## config.mk

```make
export PLATFORM = sky130hd
export DESIGN_NAME = ccts_rate_div
export DESIGN_NICKNAME = d
export VERILOG_FILES = /design/src/rtl/core/ccts_pkg.sv /design/src/rtl/core/ccts_rate_div.sv
export SDC_FILE = /design/constraint.sdc
export NUM_CORES = 1
export LEC_CHECK = 0
export BUFFER_PORTS_ARGS = -buffer_cell sky130_fd_sc_hd__buf_2
export CAP_MARGIN = 20
export CORE_MARGIN = 3
export CORE_UTILIZATION = 45
export DETAILED_ROUTE_END_ITERATION = 10
export GPL_ROUTABILITY_DRIVEN = 0
export SETUP_SLACK_MARGIN = 0.5
export SYNTH_ARGS = -nofsm -noshare
export SYNTH_HDL_FRONTEND = slang
export SYNTH_SLANG_ARGS = --single-unit
```

## constraint.sdc

```tcl
create_clock -name clk -period 6.75 [get_ports clk]
set_input_delay 0 -clock clk [delete_from_list [all_inputs] [get_ports clk]]
set_output_delay 0 -clock clk [all_outputs]
set_load 0.01 [all_outputs]
```

## src/rtl/core/ccts_pkg.sv

```systemverilog
`timescale 1ns / 1ps
// ----------------------------------------------------------------------------
// ccts_pkg: shared types and constants
// Item structs, request codes, status codes and sequencer states for the
// CAN channel traffic statistics block.
// ----------------------------------------------------------------------------
package ccts_pkg;

	localparam int Channels     = 4;
	localparam int HistoryDepth = 10;
	localparam int ChW          = $clog2(Channels);
	localparam int PosW         = $clog2(HistoryDepth);
	localparam int FillW        = $clog2(HistoryDepth + 1);
	localparam int RingDepth    = Channels * HistoryDepth;
	localparam int SlotW        = $clog2(RingDepth);
	localparam int RateW        = 20;
	localparam logic [RateW-1:0] RateMax = '1;
	localparam logic [9:0]       MsPerSec = 10'd1000;

	typedef enum logic [2:0] {
		REQ_RECV    = 3'd0,
		REQ_DROP_RX = 3'd1,
		REQ_SEND    = 3'd2,
		REQ_DROP_TX = 3'd3,
		REQ_TICK    = 3'd4,
		REQ_READ    = 3'd5,
		REQ_HIST    = 3'd6,
		REQ_NONE    = 3'd7
	} req_t;

	typedef enum logic [1:0] {
		ST_OK      = 2'd0,
		ST_BAD_CH  = 2'd1,
		ST_BAD_AGE = 2'd2,
		ST_RSVD    = 2'd3
	} status_t;

	typedef enum logic [2:0] {
		S_IDLE,
		S_DIV_RX,
		S_DIV_TX,
		S_APPLY,
		S_RING,
		S_OUT
	} state_t;

	typedef struct packed {
		logic [2:0]  req_type;
		logic [3:0]  channel;
		logic [31:0] msg_header;
		logic [63:0] msg_data;
		logic [31:0] drop_amount;
		logic [31:0] now_ms;
		logic [5:0]  history_age;
	} in_item_t;

	typedef struct packed {
		logic [1:0]  status;
		logic [31:0] recv_total;
		logic [31:0] recv_dropped;
		logic [31:0] send_total;
		logic [31:0] send_dropped;
		logic [19:0] recv_fps;
		logic [19:0] send_fps;
		logic [5:0]  history_fill;
		logic [31:0] hist_header;
		logic [63:0] hist_data;
	} out_item_t;

	typedef struct packed {
		logic start;
		logic busy;
		logic done;
	} div_ctl_t;

endpackage

```

## src/rtl/core/ccts_rate_div.sv

```systemverilog
`timescale 1ns / 1ps
// ----------------------------------------------------------------------------
// ccts_rate_div: serial rate divider
// Computes min(floor(window*1000/elapsed), max rate), one quotient bit per
// cycle with a restoring subtract.
// ----------------------------------------------------------------------------
module ccts_rate_div (
	input  logic                      clk,
	input  logic                      arst_n,
	input  logic                      start,
	input  logic [31:0]               window,
	input  logic [31:0]               elapsed,
	output ccts_pkg::div_ctl_t        ctl,
	output logic [ccts_pkg::RateW-1:0] rate
);
	localparam int NumW = 42;
	localparam int CntW = $clog2(NumW + 1);

	logic [NumW-1:0] num_q;
	logic [NumW-1:0] quo_q;
	logic [32:0]     rem_q;
	logic [31:0]     den_q;
	logic [CntW-1:0] cnt_q;
	logic            busy_q;
	logic            done_q;
	logic [32:0]     shifted;
	logic [33:0]     diff;

	assign shifted = {rem_q[31:0], num_q[NumW-1]};
	assign diff    = {1'b0, shifted} - {2'b0, den_q};

	always_ff @(posedge clk or negedge arst_n) begin
		if (!arst_n) begin
			busy_q <= 1'b0;
			done_q <= 1'b0;
			cnt_q  <= '0;
		end else begin
			done_q <= 1'b0;
			if (start) begin
				busy_q <= 1'b1;
				cnt_q  <= CntW'(NumW);
			end else if (busy_q) begin
				cnt_q <= cnt_q - 1'b1;
				if (cnt_q == CntW'(1)) begin
					busy_q <= 1'b0;
					done_q <= 1'b1;
				end
			end
		end
	end

	always_ff @(posedge clk) begin
		if (start) begin
			num_q <= NumW'(window * 42'(ccts_pkg::MsPerSec));
			den_q <= elapsed;
			rem_q <= '0;
			quo_q <= '0;
		end else if (busy_q) begin
			num_q <= {num_q[NumW-2:0], 1'b0};
			if (!diff[33]) begin
				rem_q <= diff[32:0];
				quo_q <= {quo_q[NumW-2:0], 1'b1};
			end else begin
				rem_q <= shifted;
				quo_q <= {quo_q[NumW-2:0], 1'b0};
			end
		end
	end

	assign ctl.start = start;
	assign ctl.busy  = busy_q;
	assign ctl.done  = done_q;
	assign rate = (|quo_q[NumW-1:ccts_pkg::RateW]) ? ccts_pkg::RateMax
		: quo_q[ccts_pkg::RateW-1:0];
endmodule

```

Word-level counts from Yosys, hierarchy flattened:

Index checks and enable logic that the tools add are counted.

* input port bits: 67
* output and inout bits: 23
* register bits: 153

* reductions and logical operators: 2
* $add $sub $neg: 2
* multiplexer cells: 13
* multiply operators: 1
* eq/ne operators: 1

Operators with widths (count)
* 42-bit 2-to-1 mux: 2
* 32-bit by 7-bit multiplier with 39-bit output (second input constant): 1
* 33-bit by 32-bit subtractor with 34-bit output: 1
* 32-bit 2-to-1 mux: 1
* 22-bit OR reduction: 1
* 20-bit 2-to-1 mux: 1
* 6-bit 2-to-1 mux: 2
* 1-bit 2-to-1 mux: 7
* 6-bit by 1-bit == test with 1-bit output (second input constant): 1
* 6-bit by 1-bit subtractor with 6-bit output (second input constant): 1
* 2-bit nonzero test: 1

Longest topological paths before layout:

* depth after elaboration: 4
* gate-level depth with buffers: 18
* mapped depth without buffers: 17

Least setup slack after synthesis:

No wires, ideal clock.

* path type: input port to flip-flop
* start: input port window[0]
* end: register num_q[35], data pin
* path slack: 2.344 ns
* required time: 6.490 ns
* library setup time: 0.260 ns
* path buffers: 0
* stages: 16
* arrival: 4.146 ns
* path through: fa_1 > fa_1 > inv_1 > fa_1 > fa_1 > inv_1 > ha_1 > a21o_1 > a21oi_1 > a211oi_1 > o2111ai_1 > a21oi_1 > a221oi_1 > o211ai_1 > xnor2_1 > mux2_2

* longest elaborated chain between the ends: 2

RTL lines
* from (decl): line ccts_rate_div.sv:11 `input logic [31:0] window,`
* 32-bit by 7-bit multiplier with 39-bit output: line ccts_rate_div.sv:54 `num_q <= NumW'(window * 42'(ccts_pkg::MsPerSec));`
* 42-bit 2-to-1 mux: line ccts_rate_div.sv:53 `if (start) begin`
* to (signal assigned): line ccts_rate_div.sv:54
* to (signal assigned): line ccts_rate_div.sv:59 `num_q <= {num_q[NumW-2:0], 1'b0};`
* to (decl): line ccts_rate_div.sv:19 `logic [NumW-1:0] num_q;`

Every way passes these cells.
A chain may end at the register's enable or synchronous reset.

Worst setup path in the final report:

* start: input port window[0]
* end: register num_q[41], data pin

The elaborated chain is that of the path after synthesis.

==> metrics.txt <==
sequential element share of the synthesized area=0.2893; Period Utilization, post-route=0.7492; die width=177.1 um; largest net degree at the start of global routing=85; first-pass GRT wire length=43.66 mm; WS Path Type=input pin to flip-flop; initial core utilization=0.4580; Core ar.=0.02878 sq mm; post-synthesis mux area share=0.05753; fraction of registers with async set/reset=0.05229; die height=177.1 um; Peak supply drop=0.1912 mV; Multi-input gate area=0.008337 sq mm; largest family of logic cells by synthesized area=adder cells; gr usage total=0.1667; r2r worst-path depth=11; PD cells=416.4 mW/mm^2; H-tree depth=4; Post-Synth Simple-Gate Area=0.1087; R2R Setup Slk=3.23 ns; Root Driver=clkbuf_16; TritonCTS clock tree=yes; max incr delay on CP=0.53 ns; fmax=197.7 MHz; Final Hold Fails=0; status=finished clean; clock skew=0.01376 ns; final core occ=0.5155; unrepaired setup endpoints after global routing=no; Syn Nets=1650; Post-synth EDFFs=71; Final nets=1747; pre-CTS setup slack=1.728 ns; num ports=90; # setup viols final=0; worst flop-to-flop path endpoint=rem_q[27]$_SDFFE_PP0P_; Slew @ Worst Pin=1.040 ns; Detail Placement HPWL=18.89 mm; final worst slack=1.693 ns; Critical Path Source Type=input pin; ordered list of cells on the worst path=dlygate4sd3_1 -> buf_2 -> fa_1 -> fa_1 -> inv_1 -> fa_1 -> fa_1 -> inv_1 -> ha_1 -> a21o_1 -> a21oi_1 -> a211oi_1 -> o2111ai_1 -> nand2_1 -> o21ai_0 -> o211ai_1 -> xnor2_1 -> mux2_2; # rows=62; Final min period=5.057 ns; DR vias=9357; Pre-Repair DR Iteration Count=5; Syn. warnings=0; total congestion overflow=0; # diodes=0; initial antenna violation count=0; Worst Hold Class=input pin to flip-flop; worst endpoint required time=6.92 ns; Synth Area in Compound Gates=0.1322; Cell Area, Synth=0.01318 sq mm; Primary FF master, synth=dfxtp_1; adder-cell share of the synthesized area=0.2937; cell repeated most along the worst path=fa_1; initial DRC count=455; crit path from=window[0]; die area=0.03138 sq mm; Synth area leader=fa_1; Fillers=2714; Worst Setup End Kind=flip-flop; largest cells by area after synthesis=fa_1 18%, edfxtp_1 16%, ha_1 11%; Total Wirelength=25.03 mm; share of cells above drive strength 1=0.1210; Inserted Clock Buffers=17; worst path arrival time=5.23 ns; area growth from synthesis to layout=12.56%; worst-case clock buffer depth=2; crit-path max FO=5; final hold slack=0.04866 ns; Clock Sinks=153; count leader, synth=inv_1; post-synthesis cell type count=72; Synth Register Bits=153; critical path's slowest cell=dlygate4sd3_1; Clk pin slew, worst setup/hold paths=0.07 ns; Synth Area in XOR/XNOR=0.03987; vias in the first global route=9287; antenna-violating nets left=0; top post-synthesis cells by count=207 x inv_1, 119 x fa_1, 119 x ha_1; IO Port Bufs=89; final setup TNS=0 ns; Pwr Total=0.006177 W; final number of max-transition violations=0; Mapped Avg Cell Area=9.799 sq um; clk_lat worst skew=0.43 ns; Routed wire per std cell=13.61 um; post-cts resize count=0; Syn Inst Count=1345; Setup crit end=num_q[41]$_DFFE_PP_; register area=0.003817 sq mm; relative slew slack=0.3065; Leak=7.134 nW; Vias/cell=5.088; Reg2Reg Launch Point=den_q[7]$_DFFE_PP_; Residual DRC=0; top cell type's share of synthesized area=0.1807; max-cap viol count=0
## worst min path at each step
stage,startpoint,end,slack [ns],depth (start not counted)
floorplan,arst_n,busy_q$_DFF_PN0_,-0.30,0
global placement,arst_n,done_q$_DFF_PN0_,-0.15,1
detailed placement,arst_n,done_q$_DFF_PN0_,-0.14,1
CTS,start,rem_q[1]$_SDFFE_PP0P_,0.06,2
global route,start,den_q[15]$_DFFE_PP_,0.09,1
finish,start,den_q[15]$_DFFE_PP_,0.05,1
## placed cells by master (no fill, tap or decap), types with 9 or more instances in the layout
cell type / instances
o21ai_0: 56
mux2_2: 30
nand2_1: 79
xor2_1: 21
fa_1: 119
dfxtp_1: 74
edfxtp_1: 71
and3_1: 17
a21oi_1: 74
a21o_1: 27
o21bai_1: 9
a211oi_1: 18
a311oi_1: 16
clkbuf_16: 17
inv_1: 207
mux2i_1: 42
nand2b_1: 29
dlygate4sd3_1: 36
nand3_1: 15
a31oi_1: 10
nor2_1: 102
buf_2: 88
xnor2_1: 39
ha_1: 119
## layout make-up
cell class | instances | share of cell area
multi-input combinational | 934 | 0.5619
clock buffer | 18 | 0.02960
sequential | 153 | 0.2573
clock inverter | 14 | 0.008265
inverter | 207 | 0.05237
timing repair buffer | 129 | 0.05811
tap | 384 | 0.03239
## critical path, delay by kind of cell
| family | cells | cell delay (ns) |
|---|---|---|
| and+or+nand+nor | 1 | 0.14 |
| AOI/OAI and AO/OA | 6 | 1.48 |
| adders and majority gates | 5 | 2.39 |
| buffers and inverters | 4 | 0.79 |
| xor gates and xnor gates | 1 | 0.16 |
| muxes | 1 | 0.27 |
## layer usage
layer,vias up,GRT usage,part of all wire
met1,4500,0.2347,0.50
met5,-,0,0
met3,17,0.02209,0.020
li1,4748,-,-
met4,0,0.03502,0.0082
met2,92,0.2764,0.47
## state kept, by name, summed over array words and instances (netlist names)
| signal | cells |
|---|---|
| quo_q | 42 |
| rem_q | 32 |
| den_q | 32 |
| busy_q | 1 |
| cnt_q | 6 |
| num_q | 39 |
| done_q | 1 |
## metrics by stage
stage	instance area [sq um]	cells
2_1_floorplan	13180	1345
3_3_place_gp	13890	1770
3_5_place_dp	13890	1770
4_1_cts	14810	1838
5_1_grt	14840	1839
6_report	14840	1839
## power breakdown
part           total (W)  switching [W]  internal [W]
Combinational    0.00387        0.00214       0.00173
Sequential       0.00139       0.000109       0.00128
Clock           0.000917       0.000421      0.000496
Total            0.00618        0.00267       0.00351
## repair_timing
item,4_1_cts,5_1_grt
setup buffers,0,0
hold buffers,36,0
hold endpoints to repair,42,0
setup endpoints to repair,0,0
## kinds of logic after synthesis
family          count (synthesis)
xor+xnor                       60
buf+inv                       258
fa+ha+maj                     238
mux                            72
flops                         153
simple gates                  300
compound gates                264
(Power assumes the default switching activity.)
